<file path="src/rtl/assert_macros.svh">
// Assertion helpers shared by the RTL modules.
// Every check is sampled on the rising edge of clock and is held off while reset is high.
`ifndef ASSERT_MACROS_SVH
`define ASSERT_MACROS_SVH

// The property must hold at every sampled edge.
`define NR_ASSERT(label, prop, msg) \
   label: assert property (@(posedge clock) disable iff (reset) (prop)) else $error(msg);

// The condition must never be true at a sampled edge.
`define NR_ASSERT_NEVER(label, cond, msg) \
   label: assert property (@(posedge clock) disable iff (reset) !(cond)) else $error(msg);

`endif

</file>
<file path="src/rtl/nrep_pkg.sv">
// ----------------------------------------------------------------------------
// nrep_pkg
// Shared types and constants for the neighbor report element parser.
// ----------------------------------------------------------------------------
package nrep_pkg;

   localparam int LENGTH_BITS_DEF = 12;
   localparam int REPORT_LEN_W    = 12;
   localparam int BSSID_W         = 48;
   localparam int INFO_W          = 32;
   localparam int RSP_FIFO_DEPTH  = 4;

   // Element layout.
   localparam logic [7:0] NR_ID          = 8'd52;
   localparam int         BSSID_BYTES    = 6;
   localparam int         NR_FIXED_LEN   = BSSID_BYTES + 4 + 1 + 1 + 1;
   localparam int         NR_MIN_REMAIN  = 2 + NR_FIXED_LEN;
   localparam logic [3:0] IDX_INFO_END   = 4'(BSSID_BYTES + 4);
   localparam logic [3:0] IDX_CLASS      = 4'(BSSID_BYTES + 4);
   localparam logic [3:0] IDX_CHANNEL    = 4'(BSSID_BYTES + 5);
   localparam logic [3:0] IDX_LAST_FIXED = 4'(NR_FIXED_LEN - 1);
   localparam logic [3:0] IDX_BSSID_END  = 4'(BSSID_BYTES);

   localparam logic MODE_START = 1'b0;
   localparam logic MODE_DATA  = 1'b1;

   typedef enum logic [1:0] {
      KIND_RECORD  = 2'd0,
      KIND_END_OK  = 2'd1,
      KIND_INVALID = 2'd2,
      KIND_EMPTY   = 2'd3
   } kind_type;

   typedef struct packed {
      kind_type             kind;
      logic [BSSID_W-1:0]   bssid;
      logic [INFO_W-1:0]    bssid_info;
      logic [7:0]           operating_class;
      logic [7:0]           channel_number;
      logic [7:0]           phy_kind;
      logic                 last_of_run;
   } result_type;

   // Up to two results leave the parser for one input transaction.
   typedef struct packed {
      logic [1:0]  count;
      result_type  first;
      result_type  second;
   } push_type;

endpackage

</file>
<file path="src/rtl/nrep_parse.sv">
// ----------------------------------------------------------------------------
// nrep_parse
// Byte-wise parse state machine: consumes one registered input transaction
// per step and produces zero, one or two results.
// ----------------------------------------------------------------------------
`include "assert_macros.svh"

module nrep_parse
   import nrep_pkg::*;
#(
   parameter int LENGTH_BITS = LENGTH_BITS_DEF
) (
   input  logic                    clock,
   input  logic                    reset,
   input  logic                    step,
   input  logic                    mode,
   input  logic [7:0]              data_byte,
   input  logic [REPORT_LEN_W-1:0] report_length,
   output push_type                push
);

   typedef enum logic [2:0] {
      PH_IDLE     = 3'd0,
      PH_HEAD_ID  = 3'd1,
      PH_HEAD_LEN = 3'd2,
      PH_FIXED    = 3'd3,
      PH_SUB_ID   = 3'd4,
      PH_SUB_LEN  = 3'd5,
      PH_SUB_BODY = 3'd6,
      PH_SKIP     = 3'd7
   } phase_type;

   phase_type              phase_ff, phase_in;
   logic [LENGTH_BITS-1:0] rbl_ff, rbl_in;
   logic [7:0]             ebl_ff, ebl_in;
   logic [3:0]             idx_ff, idx_in;
   logic [7:0]             sbl_ff, sbl_in;
   logic [BSSID_W-1:0]     bssid_ff, bssid_in;
   logic [INFO_W-1:0]      info_ff, info_in;
   logic [7:0]             class_ff, class_in;
   logic [7:0]             chan_ff, chan_in;

   logic [LENGTH_BITS-1:0] rbl_dec, start_len;
   logic [7:0]             ebl_dec, sbl_dec;
   logic                   elem_bnd, sub_bnd, emit_rec, emit_stat;
   kind_type               stat_kind;
   result_type             rec_res, stat_res;

   assign rbl_dec   = (rbl_ff != '0) ? rbl_ff - 1'b1 : rbl_ff;
   assign ebl_dec   = (ebl_ff != 8'd0) ? ebl_ff - 8'd1 : ebl_ff;
   assign sbl_dec   = (sbl_ff != 8'd0) ? sbl_ff - 8'd1 : sbl_ff;
   assign start_len = LENGTH_BITS'(report_length);

   always_comb begin
      phase_in  = phase_ff;
      rbl_in    = rbl_ff;
      ebl_in    = ebl_ff;
      idx_in    = idx_ff;
      sbl_in    = sbl_ff;
      bssid_in  = bssid_ff;
      info_in   = info_ff;
      class_in  = class_ff;
      chan_in   = chan_ff;
      elem_bnd  = 1'b0;
      sub_bnd   = 1'b0;
      emit_rec  = 1'b0;
      emit_stat = 1'b0;
      stat_kind = KIND_INVALID;

      if (mode == MODE_START) begin
         if (start_len == '0) begin
            phase_in  = PH_IDLE;
            rbl_in    = '0;
            emit_stat = 1'b1;
            stat_kind = KIND_EMPTY;
         end else begin
            rbl_in   = start_len;
            elem_bnd = 1'b1;
         end
      end else if (phase_ff != PH_IDLE) begin
         rbl_in = rbl_dec;
         unique case (phase_ff)
            PH_HEAD_ID: begin
               if (data_byte != NR_ID) begin
                  emit_stat = 1'b1;
                  phase_in  = PH_IDLE;
               end else begin
                  phase_in = PH_HEAD_LEN;
               end
            end
            PH_HEAD_LEN: begin
               if (data_byte < 8'(NR_FIXED_LEN) || LENGTH_BITS'(data_byte) > rbl_dec) begin
                  emit_stat = 1'b1;
                  phase_in  = PH_IDLE;
               end else begin
                  ebl_in   = data_byte;
                  idx_in   = 4'd0;
                  phase_in = PH_FIXED;
               end
            end
            PH_FIXED: begin
               ebl_in = ebl_dec;
               if (idx_ff < IDX_BSSID_END) begin
                  bssid_in = {bssid_ff[BSSID_W-9:0], data_byte};
               end else if (idx_ff < IDX_INFO_END) begin
                  info_in = {data_byte, info_ff[INFO_W-1:8]};
               end else if (idx_ff == IDX_CLASS) begin
                  class_in = data_byte;
               end else if (idx_ff == IDX_CHANNEL) begin
                  chan_in = data_byte;
               end
               if (idx_ff >= IDX_LAST_FIXED) begin
                  emit_rec = 1'b1;
                  idx_in   = 4'd0;
                  sub_bnd  = 1'b1;
               end else begin
                  idx_in = idx_ff + 4'd1;
               end
            end
            PH_SUB_ID: begin
               ebl_in   = ebl_dec;
               phase_in = PH_SUB_LEN;
            end
            PH_SUB_LEN: begin
               ebl_in = ebl_dec;
               if (data_byte > ebl_dec) begin
                  emit_stat = 1'b1;
                  phase_in  = PH_IDLE;
               end else begin
                  sbl_in = data_byte;
                  if (data_byte == 8'd0) begin
                     sub_bnd = 1'b1;
                  end else begin
                     phase_in = PH_SUB_BODY;
                  end
               end
            end
            PH_SUB_BODY: begin
               ebl_in = ebl_dec;
               sbl_in = sbl_dec;
               if (sbl_dec == 8'd0) begin
                  sub_bnd = 1'b1;
               end
            end
            PH_SKIP: begin
               ebl_in = ebl_dec;
               if (ebl_dec == 8'd0) begin
                  elem_bnd = 1'b1;
               end
            end
            PH_IDLE: begin
            end
         endcase
      end

      // A finished subelement either opens another one, closes the element,
      // or leaves one or two stray bytes to drop.
      if (sub_bnd) begin
         if (ebl_in > 8'd2) begin
            phase_in = PH_SUB_ID;
         end else if (ebl_in == 8'd0) begin
            elem_bnd = 1'b1;
         end else begin
            phase_in = PH_SKIP;
         end
      end

      // At an element boundary a tail too short for an element is skipped.
      if (elem_bnd) begin
         if (rbl_in == '0) begin
            emit_stat = 1'b1;
            stat_kind = KIND_END_OK;
            phase_in  = PH_IDLE;
         end else if (rbl_in >= LENGTH_BITS'(NR_MIN_REMAIN)) begin
            phase_in = PH_HEAD_ID;
         end else begin
            ebl_in   = 8'(rbl_in);
            phase_in = PH_SKIP;
         end
      end
   end

   always_comb begin
      rec_res                 = '0;
      rec_res.kind            = KIND_RECORD;
      rec_res.bssid           = bssid_ff;
      rec_res.bssid_info      = info_ff;
      rec_res.operating_class = class_ff;
      rec_res.channel_number  = chan_ff;
      rec_res.phy_kind        = data_byte;
      rec_res.last_of_run     = !emit_stat;

      stat_res             = '0;
      stat_res.kind        = stat_kind;
      stat_res.last_of_run = 1'b1;

      push = '0;
      if (step) begin
         if (emit_rec) begin
            push.first = rec_res;
            if (emit_stat) begin
               push.second = stat_res;
               push.count  = 2'd2;
            end else begin
               push.count = 2'd1;
            end
         end else if (emit_stat) begin
            push.first = stat_res;
            push.count = 2'd1;
         end
      end
   end

   always_ff @(posedge clock) begin
      if (reset) begin
         phase_ff <= PH_IDLE;
         rbl_ff   <= '0;
         ebl_ff   <= '0;
         idx_ff   <= '0;
         sbl_ff   <= '0;
         bssid_ff <= '0;
         info_ff  <= '0;
         class_ff <= '0;
         chan_ff  <= '0;
      end else if (step) begin
         phase_ff <= phase_in;
         rbl_ff   <= rbl_in;
         ebl_ff   <= ebl_in;
         idx_ff   <= idx_in;
         sbl_ff   <= sbl_in;
         bssid_ff <= bssid_in;
         info_ff  <= info_in;
         class_ff <= class_in;
         chan_ff  <= chan_in;
      end
   end

   `NR_ASSERT(a_pair_is_record_then_end,
      push.count == 2'd2 |-> (push.first.kind == KIND_RECORD && push.second.kind == KIND_END_OK),
      "two results must be a record followed by report end")
   `NR_ASSERT(a_idle_data_silent,
      (step && mode == MODE_DATA && phase_ff == PH_IDLE) |-> push.count == 2'd0,
      "data byte while idle must produce no result")

endmodule

</file>
<file path="src/rtl/nrep_rsp_fifo.sv">
// ----------------------------------------------------------------------------
// nrep_rsp_fifo
// Small result queue: takes up to two results per cycle, hands out one per
// transaction on the result channel.
// ----------------------------------------------------------------------------
`include "assert_macros.svh"

module nrep_rsp_fifo
   import nrep_pkg::*;
(
   input  logic       clock,
   input  logic       reset,
   input  push_type   push,
   output logic       room_for_two,
   output logic       head_valid,
   output result_type head,
   input  logic       pop
);

   localparam int PTR_W = $clog2(RSP_FIFO_DEPTH);
   localparam int CNT_W = $clog2(RSP_FIFO_DEPTH + 1);

   result_type       mem_ff [RSP_FIFO_DEPTH];
   logic [PTR_W-1:0] wr_ptr_ff, wr_ptr_in;
   logic [PTR_W-1:0] rd_ptr_ff, rd_ptr_in;
   logic [CNT_W-1:0] count_ff, count_in;
   logic [PTR_W-1:0] wr_ptr_next;

   assign wr_ptr_next  = wr_ptr_ff + PTR_W'(1);
   assign room_for_two = count_ff <= CNT_W'(RSP_FIFO_DEPTH - 2);
   assign head_valid   = count_ff != '0;
   assign head         = mem_ff[rd_ptr_ff];

   always_comb begin
      wr_ptr_in = wr_ptr_ff + PTR_W'(push.count);
      rd_ptr_in = pop ? rd_ptr_ff + PTR_W'(1) : rd_ptr_ff;
      count_in  = count_ff + CNT_W'(push.count) - CNT_W'(pop);
   end

   always_ff @(posedge clock) begin
      if (reset) begin
         wr_ptr_ff <= '0;
         rd_ptr_ff <= '0;
         count_ff  <= '0;
      end else begin
         wr_ptr_ff <= wr_ptr_in;
         rd_ptr_ff <= rd_ptr_in;
         count_ff  <= count_in;
      end
   end

   always_ff @(posedge clock) begin
      if (push.count != 2'd0) begin
         mem_ff[wr_ptr_ff] <= push.first;
      end
      if (push.count == 2'd2) begin
         mem_ff[wr_ptr_next] <= push.second;
      end
   end

   `NR_ASSERT(a_push_has_room,
      push.count != 2'd0 |-> room_for_two,
      "results pushed without room in the queue")
   `NR_ASSERT_NEVER(a_no_underflow, pop && !head_valid, "pop from an empty queue")

endmodule

</file>
<file path="src/rtl/neighbor_report_element_parser_core.sv">
// ----------------------------------------------------------------------------
// neighbor_report_element_parser_core
// Streaming 802.11k neighbor report parser: one report byte per transaction
// in, neighbor records and report status out.
// ----------------------------------------------------------------------------
// Channel   Direction  Handshake             Payload
// req_      in         req_valid/req_stall   mode, data_byte, report_length
// rsp_      out        rsp_valid/rsp_stall   kind, bssid, bssid_info, class, channel, phy
//
// One input transaction per cycle is accepted while the input does not stall;
// the parse step takes it from the input register into the result queue.
// A byte that completes both a record and the report yields two results, so
// the result channel carries two transactions for that byte.
// The input stalls only while the four-entry result queue cannot take two.
// Synchronous reset puts the parser idle with an empty queue.
// ----------------------------------------------------------------------------
`include "assert_macros.svh"

module neighbor_report_element_parser_core
   import nrep_pkg::*;
#(
   parameter int LENGTH_BITS = LENGTH_BITS_DEF
) (
   input  logic                    clock,
   input  logic                    reset,
   input  logic                    req_valid,
   output logic                    req_stall,
   input  logic                    req_mode,
   input  logic [7:0]              req_data_byte,
   input  logic [REPORT_LEN_W-1:0] req_report_length,
   output logic                    rsp_valid,
   input  logic                    rsp_stall,
   output logic [1:0]              rsp_kind,
   output logic [BSSID_W-1:0]      rsp_bssid,
   output logic [INFO_W-1:0]       rsp_bssid_info,
   output logic [7:0]              rsp_operating_class,
   output logic [7:0]              rsp_channel_number,
   output logic [7:0]              rsp_phy_kind,
   output logic                    rsp_last_of_run
);

   logic                    in_valid_ff, in_valid_in;
   logic                    in_mode_ff;
   logic [7:0]              in_byte_ff;
   logic [REPORT_LEN_W-1:0] in_len_ff;
   logic                    step, accept, room_for_two, pop;
   push_type                push;
   result_type              head;

   assign step      = in_valid_ff && room_for_two;
   assign req_stall = in_valid_ff && !room_for_two;
   assign accept    = req_valid && !req_stall;
   assign pop       = rsp_valid && !rsp_stall;

   always_comb begin
      if (accept) begin
         in_valid_in = 1'b1;
      end else if (step) begin
         in_valid_in = 1'b0;
      end else begin
         in_valid_in = in_valid_ff;
      end
   end

   always_ff @(posedge clock) begin
      if (reset) begin
         in_valid_ff <= 1'b0;
      end else begin
         in_valid_ff <= in_valid_in;
      end
   end

   always_ff @(posedge clock) begin
      if (accept) begin
         in_mode_ff <= req_mode;
         in_byte_ff <= req_data_byte;
         in_len_ff  <= req_report_length;
      end
   end

   nrep_parse #(
      .LENGTH_BITS (LENGTH_BITS)
   ) u_parse (
      .clock         (clock),
      .reset         (reset),
      .step          (step),
      .mode          (in_mode_ff),
      .data_byte     (in_byte_ff),
      .report_length (in_len_ff),
      .push          (push)
   );

   nrep_rsp_fifo u_rsp_fifo (
      .clock        (clock),
      .reset        (reset),
      .push         (push),
      .room_for_two (room_for_two),
      .head_valid   (rsp_valid),
      .head         (head),
      .pop          (pop)
   );

   assign rsp_kind            = head.kind;
   assign rsp_bssid           = head.bssid;
   assign rsp_bssid_info      = head.bssid_info;
   assign rsp_operating_class = head.operating_class;
   assign rsp_channel_number  = head.channel_number;
   assign rsp_phy_kind        = head.phy_kind;
   assign rsp_last_of_run     = head.last_of_run;

   `NR_ASSERT(a_held_item_kept,
      (in_valid_ff && !step) |=> in_valid_ff,
      "a waiting input transaction was dropped")

endmodule

</file>
<file path="config.mk">
export PLATFORM = sky130hd
export DESIGN_NAME = neighbor_report_element_parser_core
export DESIGN_NICKNAME = d
export VERILOG_FILES = /design/src/rtl/nrep_pkg.sv /design/src/rtl/nrep_parse.sv /design/src/rtl/nrep_rsp_fifo.sv /design/src/rtl/neighbor_report_element_parser_core.sv
export VERILOG_INCLUDE_DIRS = /design/src /design/src/rtl
export SDC_FILE = /design/constraint.sdc
export NUM_CORES = 1
export LEC_CHECK = 0
export BUFFER_PORTS_ARGS = -buffer_cell sky130_fd_sc_hd__clkbuf_2
export CAP_MARGIN = 5
export CELL_PAD_IN_SITES_DETAIL_PLACEMENT = 0
export CELL_PAD_IN_SITES_GLOBAL_PLACEMENT = 1
export CORE_AREA = 3 3 259 261
export DETAILED_ROUTE_END_ITERATION = 16
export DIE_AREA = 0 0 262 264
export PLACE_DENSITY_LB_ADDON = 0.1
export SETUP_SLACK_MARGIN = 0.1
export SYNTH_ARGS = -nofsm -noshare
export SYNTH_HDL_FRONTEND = slang
export SYNTH_HIERARCHICAL = 1
export SYNTH_SLANG_ARGS = --single-unit
</file>
<file path="constraint.sdc">
create_clock -name clock -period 11.6 [get_ports clock]
set_input_delay 1.16 -clock clock [delete_from_list [all_inputs] [get_ports clock]]
set_output_delay 1.16 -clock clock [all_outputs]
set_load 0.05 [all_outputs]
</file>
After elaboration in Yosys (flattened, before gate mapping). Memories as Yosys holds them, arrays and structs flattened. A register that Yosys moved wholly into a read port is not among the register bits. Index checks and enable logic that the tools add are counted.

Reductions and logical operators: 31. $add $sub $neg: 9. Equal/unequal tests: 13. $lt $le $gt $ge: 9. Muxes and demuxes: 77. Bitwise operators: 3.

Operator list (count): 216-bit two-way mux (1); 107-bit two-way mux (2); 109-bit two-way mux (1); 108-bit two-way mux (1); 8-bit two-way mux (9); 12-bit two-way mux (4); 3-bit two-way mux (11); 8-bit zero test (4); 1-bit two-way mux (32); 8-bit case mux with 2 select lines (2); 12-bit zero test (2); 2-bit two-way mux (8); 8-bit nonzero test (2); 8-bit by 1-bit subtractor with 8-bit output, second input constant (2); 5-bit AND reduction (3); 3-bit == test, second input constant (4); 12-bit by 4-bit >= comparator with 1-bit output, second input constant (1); 8-bit by 12-bit greater-than comparator with 1-bit output (1); 3-bit case mux with 4 select lines (1); 12-bit nonzero test (1); 12-bit by 1-bit subtractor with 12-bit output, second input constant (1); 4-bit == test, second input constant (2); 8-bit by 2-bit greater-than comparator with 1-bit output, second input constant (1); 8-bit greater-than comparator (1); 28 further kinds (45).

Memories: 1. Memory bits (writable): 428. Flip-flop bits (word level): 160. Input port bits: 25. Logic and storage cells: 159. Output and inout port bits: 109.

Memories: u_rsp_fifo.mem_ff (depth 4, bits a word 107, read ports 1, clocked after Yosys merged registers in 1, write ports 2, line nrep_rsp_fifo.sv:23) `result_type mem_ff [RSP_FIFO_DEPTH];`.

Logic depth before layout (Yosys ltp).
Depth in word-level cells: 19. Gate-level depth with buffers: 26. Mapped depth without buffers: 24.

By module. The synthesis kept the hierarchy.

By module, submodules not included: nrep_rsp_fifo (cells an instance 1082, seq. area each 13032.5 um^2, area an instance 21020.2 um^2, instances 1); nrep_parse (cells an instance 1130, seq. area each 2622.5 um^2, area an instance 8628.3 um^2, instances 1); neighbor_report_element_parser_core (cells an instance 27, seq. area each 650.6 um^2, area an instance 693.2 um^2, instances 1).

Least setup slack after synthesis. Ideal clock, no wire load.

Kind: reg2reg. Start point: reg u_parse.ebl_ff[0]. End point: mem u_rsp_fifo/mem_ff[0][0] (netlist bit), enable pin. Path buffers: 2. Data required time: 10.880 ns. Clock period less this slack: 12.557 ns. Data arrival time: 11.837 ns. Setup time: 0.720 ns. Slack: -0.957 ns. Stages on the path, launching flop included: 22. Path through: dfxtp_1 -> inv_1 -> ha_1 -> nor3b_1 -> nand2_1 -> mux2_2 -> ha_1 -> nor2b_1 -> o211ai_1 -> a21oi_1 -> o22a_1 -> nor2_1 -> o311ai_1 -> o41ai_1 -> a41oi_1 -> nand2_1 -> ha_1 -> and2_1 -> buf_4 -> buf_2 -> o21bai_1 -> o21ai_0.

RTL lines: start: declaration (line nrep_parse.sv:35) `logic [7:0] ebl_ff, ebl_in;`; start signal: assignment (line nrep_parse.sv:228) `ebl_ff <= ebl_in;`; end: declaration (line nrep_rsp_fifo.sv:23).

==> reports/summary.log <==
[layout] non-filler instance count after layout 3235
[power_and_ir_drop] Switching Power 1.93 mW
[timing] fmax 0.128 GHz
[route] per-cell via count in the routed design 5.64
[floorplan] row count 93
[power_and_ir_drop] cell leakage power 12.8 nW
[place] dpl cells 3106
[route] Wirelength per Cell 23.3 microns
[timing] clock skew after layout 0.0192 ns
[critical_path] cell type of the slowest stage on the worst timing path and4bb_4
[route] 1st-pass router iterations 5
[place] GPL Wtd Cong 0.816
[global_route] antenna violations before repair 1
[route] Detailed Route WL 75500 microns
[route] post-route met1 wirelength 33900 microns
[route] total met3 wirelength after detailed routing 3500 microns
[power_and_ir_drop] maximum resistive drop on vdd 0.000117 V
[synth] fraction of post-synthesis cell area in the top cell type by area 44.4%
[job] maximum capacitance violations 0
[synth] flops & latches, synth 590
[timing] final hold viol count 0
[global_route] global router's overall resource usage 21.9%
[synth] number of enable-type register cells in the synthesized netlist 449
[synth] Post-synth top cells 449 x edfxtp_1, 424 x mux2_2, 158 x nand2_1
[layout] fraction of final layout cells sized beyond drive strength 1 34.7%
[floorplan] effective utilization at floorplan 46.9%
[timing] sum of negative setup slack 0 ns
[power_and_ir_drop] cell internal pwr 4.03 mW
[clock_tree] clk sinks 590
[timing] Final period util 67.5%
[global_route] largest net degree at the start of global routing 83
[critical_path] most frequent CP cell ha_1
[synth] distinct cell type count after synthesis 92
[timing] max-slew violations 0
[critical_path] CP peak stage delay 1.06 ns
[floorplan] die area 69200 sq um
[power_and_ir_drop] power density normalized to cell area 178 nW/um^2
[synth] Synth area leaders edfxtp_1 44%, mux2_2 16%, dfxtp_1 9.3%
[synth] most used standard cell by instance count after synthesis edfxtp_1
[clock_tree] CTS Buf Count 69
[clock_tree] number of hold buffers added after CTS 0
[synth] largest area contributor in the netlist edfxtp_1
[place] Port-buffer cells 133
[synth] summed instance area of the synthesized netlist 30300 sq um
[clock_tree] latest clock arrival within the worst-skew pair 0.60 ns
[hold_path] worst hold path type reg2reg
[timing] RSZ-0062 raised after global routing no
[power_and_ir_drop] share of total power in sequential cells 39.9%
[clock_tree] Resized Gates After CTS 0
[route] number of DRC markers in iteration 0 1234
[synth] synth warn 6
[global_route] via count of the first global-routing pass 19200
[clock_tree] clock root buffer master clkbuf_16
[critical_path] startpoint types register
[floorplan] horizontal extent of the die 262 microns
[route] via count 18300
[synth] main flop type after synthesis edfxtp_1
[timing] slew at the pin with the worst max-slew slack 1.11 ns
[synth] gate count of the mapped netlist 2239
[timing] Max-slew headroom 25.9%
[global_route] wire length of the first global-routing pass 116000 microns
[layout] final net count 2375
[clock_tree] clock tree from TritonCTS done
[clock_tree] deepest level of the CTS H-tree 3
[synth] mean instance size in the synthesized netlist 13.6 sq um
[timing] minimum clock period after layout 7.83 ns
[route] detailed route wirelength on metal2 36900 microns
[layout] Area Overhead vs Synth 10.2%
[timing] Final setup violation count 0
[route] count of antenna-violating nets left after detailed routing 0
[critical_path] kind of end point of the critical path register
[critical_path] Crit path required time 11.94 ns
[power_and_ir_drop] switching share of power 32.4%
[clock_tree] Post CTS Setup Buffer Count 0
[power_and_ir_drop] proportion of power drawn by combinational gates 24.4%
[critical_path] worst endpoint data arrival time 8.17 ns
[floorplan] floorplan core area 64700 sq um
[critical_path] maximum net fanout on the critical path 62
[global_route] total congestion overflow after global routing 0
[power_and_ir_drop] fraction of power consumed by the clock network 35.8%
[floorplan] overall die height 264 microns
[clock_tree] clock-pin slew on the worst setup and hold paths 0.06 ns
[critical_path] series of cell instances along the critical path inv_1 > ha_1 > nor3b_1 > nand2_1 > mux2_2 > ha_1 > nor2b_1 > o211ai_1 > a21oi_1 > o22a_1 > nor2_1 > o311ai_1 > o41ai_1 > a41oi_1 > nand2_1 > ha_1 > and2_1 > and4bb_4 > buf_4 > mux2_2
[floorplan] top-level port count 134
[status] outcome completed
[synth] proportion of synthesized flip-flops having asynchronous set or reset 0%
[route] number of remaining DRC errors 0
[place] DP Wirelength 42800 microns
[critical_path] class of the most critical setup path reg2reg
[route] uppermost metal layer occupied by signal nets met4
[clock_tree] maximum clock insertion buffer count 3
[synth] portion of the post-synthesis area used by sequential elements 53.7%
==> layout make-up <==
cell class	count	area, sq um
Clock buffer	112	2070
Multi-Input combinational cell	1478	12900
Antenna cell	1	2.50
Tap cell	855	1070
Fill cell	5586	31300
Inverter	22	82.6
Sequential cell	590	16300
Clock inverter	16	154
Timing Repair Buffer	161	882
==> final timing paths <==
check                            start                       end  slack (ns)  cells after the start
hold reg to reg   u_parse/bssid_ff[47]      u_parse/bssid_ff[47]        0.46                      2
setup / recovery     u_parse/ebl_ff[0]  u_rsp_fifo/mem_ff[3][95]        3.77                     20
setup reg to reg     u_parse/ebl_ff[0]  u_rsp_fifo/mem_ff[3][95]        3.77                     20
hold / removal    u_parse/bssid_ff[47]      u_parse/bssid_ff[47]        0.46                      2
==> placed cells by master (no fill, tap or decap), drive strengths merged, types with 4 or more instances in the layout <==
| cell type | n |
|---|---|
| nand4 | 13 |
| nor2 | 117 |
| a211o | 4 |
| mux4 | 107 |
| nand2 | 159 |
| a211oi | 12 |
| dfxtp | 141 |
| a311oi | 5 |
| conb | 105 |
| xor2 | 5 |
| a31oi | 7 |
| nand3 | 14 |
| nand2b | 10 |
| nor3b | 4 |
| o311ai | 4 |
| nor3 | 23 |
| nor2b | 19 |
| mux2 | 429 |
| clkbuf | 244 |
| o21ai | 31 |
| o211ai | 6 |
| o21a | 5 |
| inv | 25 |
| mux2i | 60 |
| nor4 | 14 |
| o31ai | 5 |
| and3 | 6 |
| xnor2 | 6 |
| clkinv | 11 |
| a21oi | 95 |
| ha | 27 |
| and2 | 110 |
| buf | 29 |
| edfxtp | 449 |
| nor4b | 5 |
| or3 | 7 |
| a22oi | 6 |
==> state kept, by name (all words and copies together) (netlist names), 3 cells and up, named ones only <==
| register | count |
|---|---|
| u_rsp_fifo/mem_ff | 428 |
| u_parse/bssid_ff | 48 |
| u_parse/info_ff | 32 |
| in_len_ff | 12 |
| u_parse/rbl_ff | 12 |
| in_byte_ff | 8 |
| u_parse/chan_ff | 8 |
| u_parse/class_ff | 8 |
| u_parse/ebl_ff | 8 |
| u_parse/sbl_ff | 8 |
| u_parse/idx_ff | 4 |
| u_parse/phase_ff | 3 |
| u_rsp_fifo/count_ff | 3 |
==> metrics by stage <==
| stage | hold slack, ns | power [mW] | area, sq um | utilization (%) | setup slack (ns) |
|---|---|---|---|---|---|
| CTS | 0.459 | 6.03 | 33400 | 51.7 | 3.82 |
| global placement | 0.441 | 3.89 | 31200 | 48.2 | 4.09 |
| detailed placement | 0.449 | 3.88 | 31200 | 48.2 | 3.86 |
| global route | 0.469 | 6.21 | 33400 | 51.7 | 3.25 |
| finish | 0.456 | 5.95 | 33400 | 51.7 | 3.77 |
| floorplan | 0.432 | 3.52 | 30700 | - | 1.72 |
==> worst max-delay path: cells and delay by family, from the launching register on <==
family	cells	cell delay, ns
compound gates	6	1.84
simple gates	7	2.60
flops	1	0.35
buf+inv	2	1.10
fa+ha+maj	3	0.74
mux	2	0.81
==> kinds of logic after synthesis <==
logic type      synth area share, %
compound gates                 4.70
xor+xnor                      0.466
flops                          53.7
fa+ha+maj                      1.18
other cells                  0.0124
simple gates                   8.64
buf+inv                        5.42
mux                            25.8
==> power groups by stage <==
| stage | registers (mW) | logic (mW) | clock network, mW |
|---|---|---|---|
| floorplan | 2.35 | 1.16 | 0 |
| global placement | 2.42 | 1.47 | 0 |
| detailed placement | 2.42 | 1.46 | 0 |
| CTS | 2.38 | 1.47 | 2.19 |
| global route | 2.38 | 1.55 | 2.27 |
| finish | 2.37 | 1.45 | 2.13 |
==> routing by layer <==
metal  vias up  global-route usage [%]
li1       8432                       -
met4         0                    5.27
met1      9354                    29.9
met3        88                    3.70
met5         -                       0
met2       377                    36.6
(Power assumes the default switching activity.)
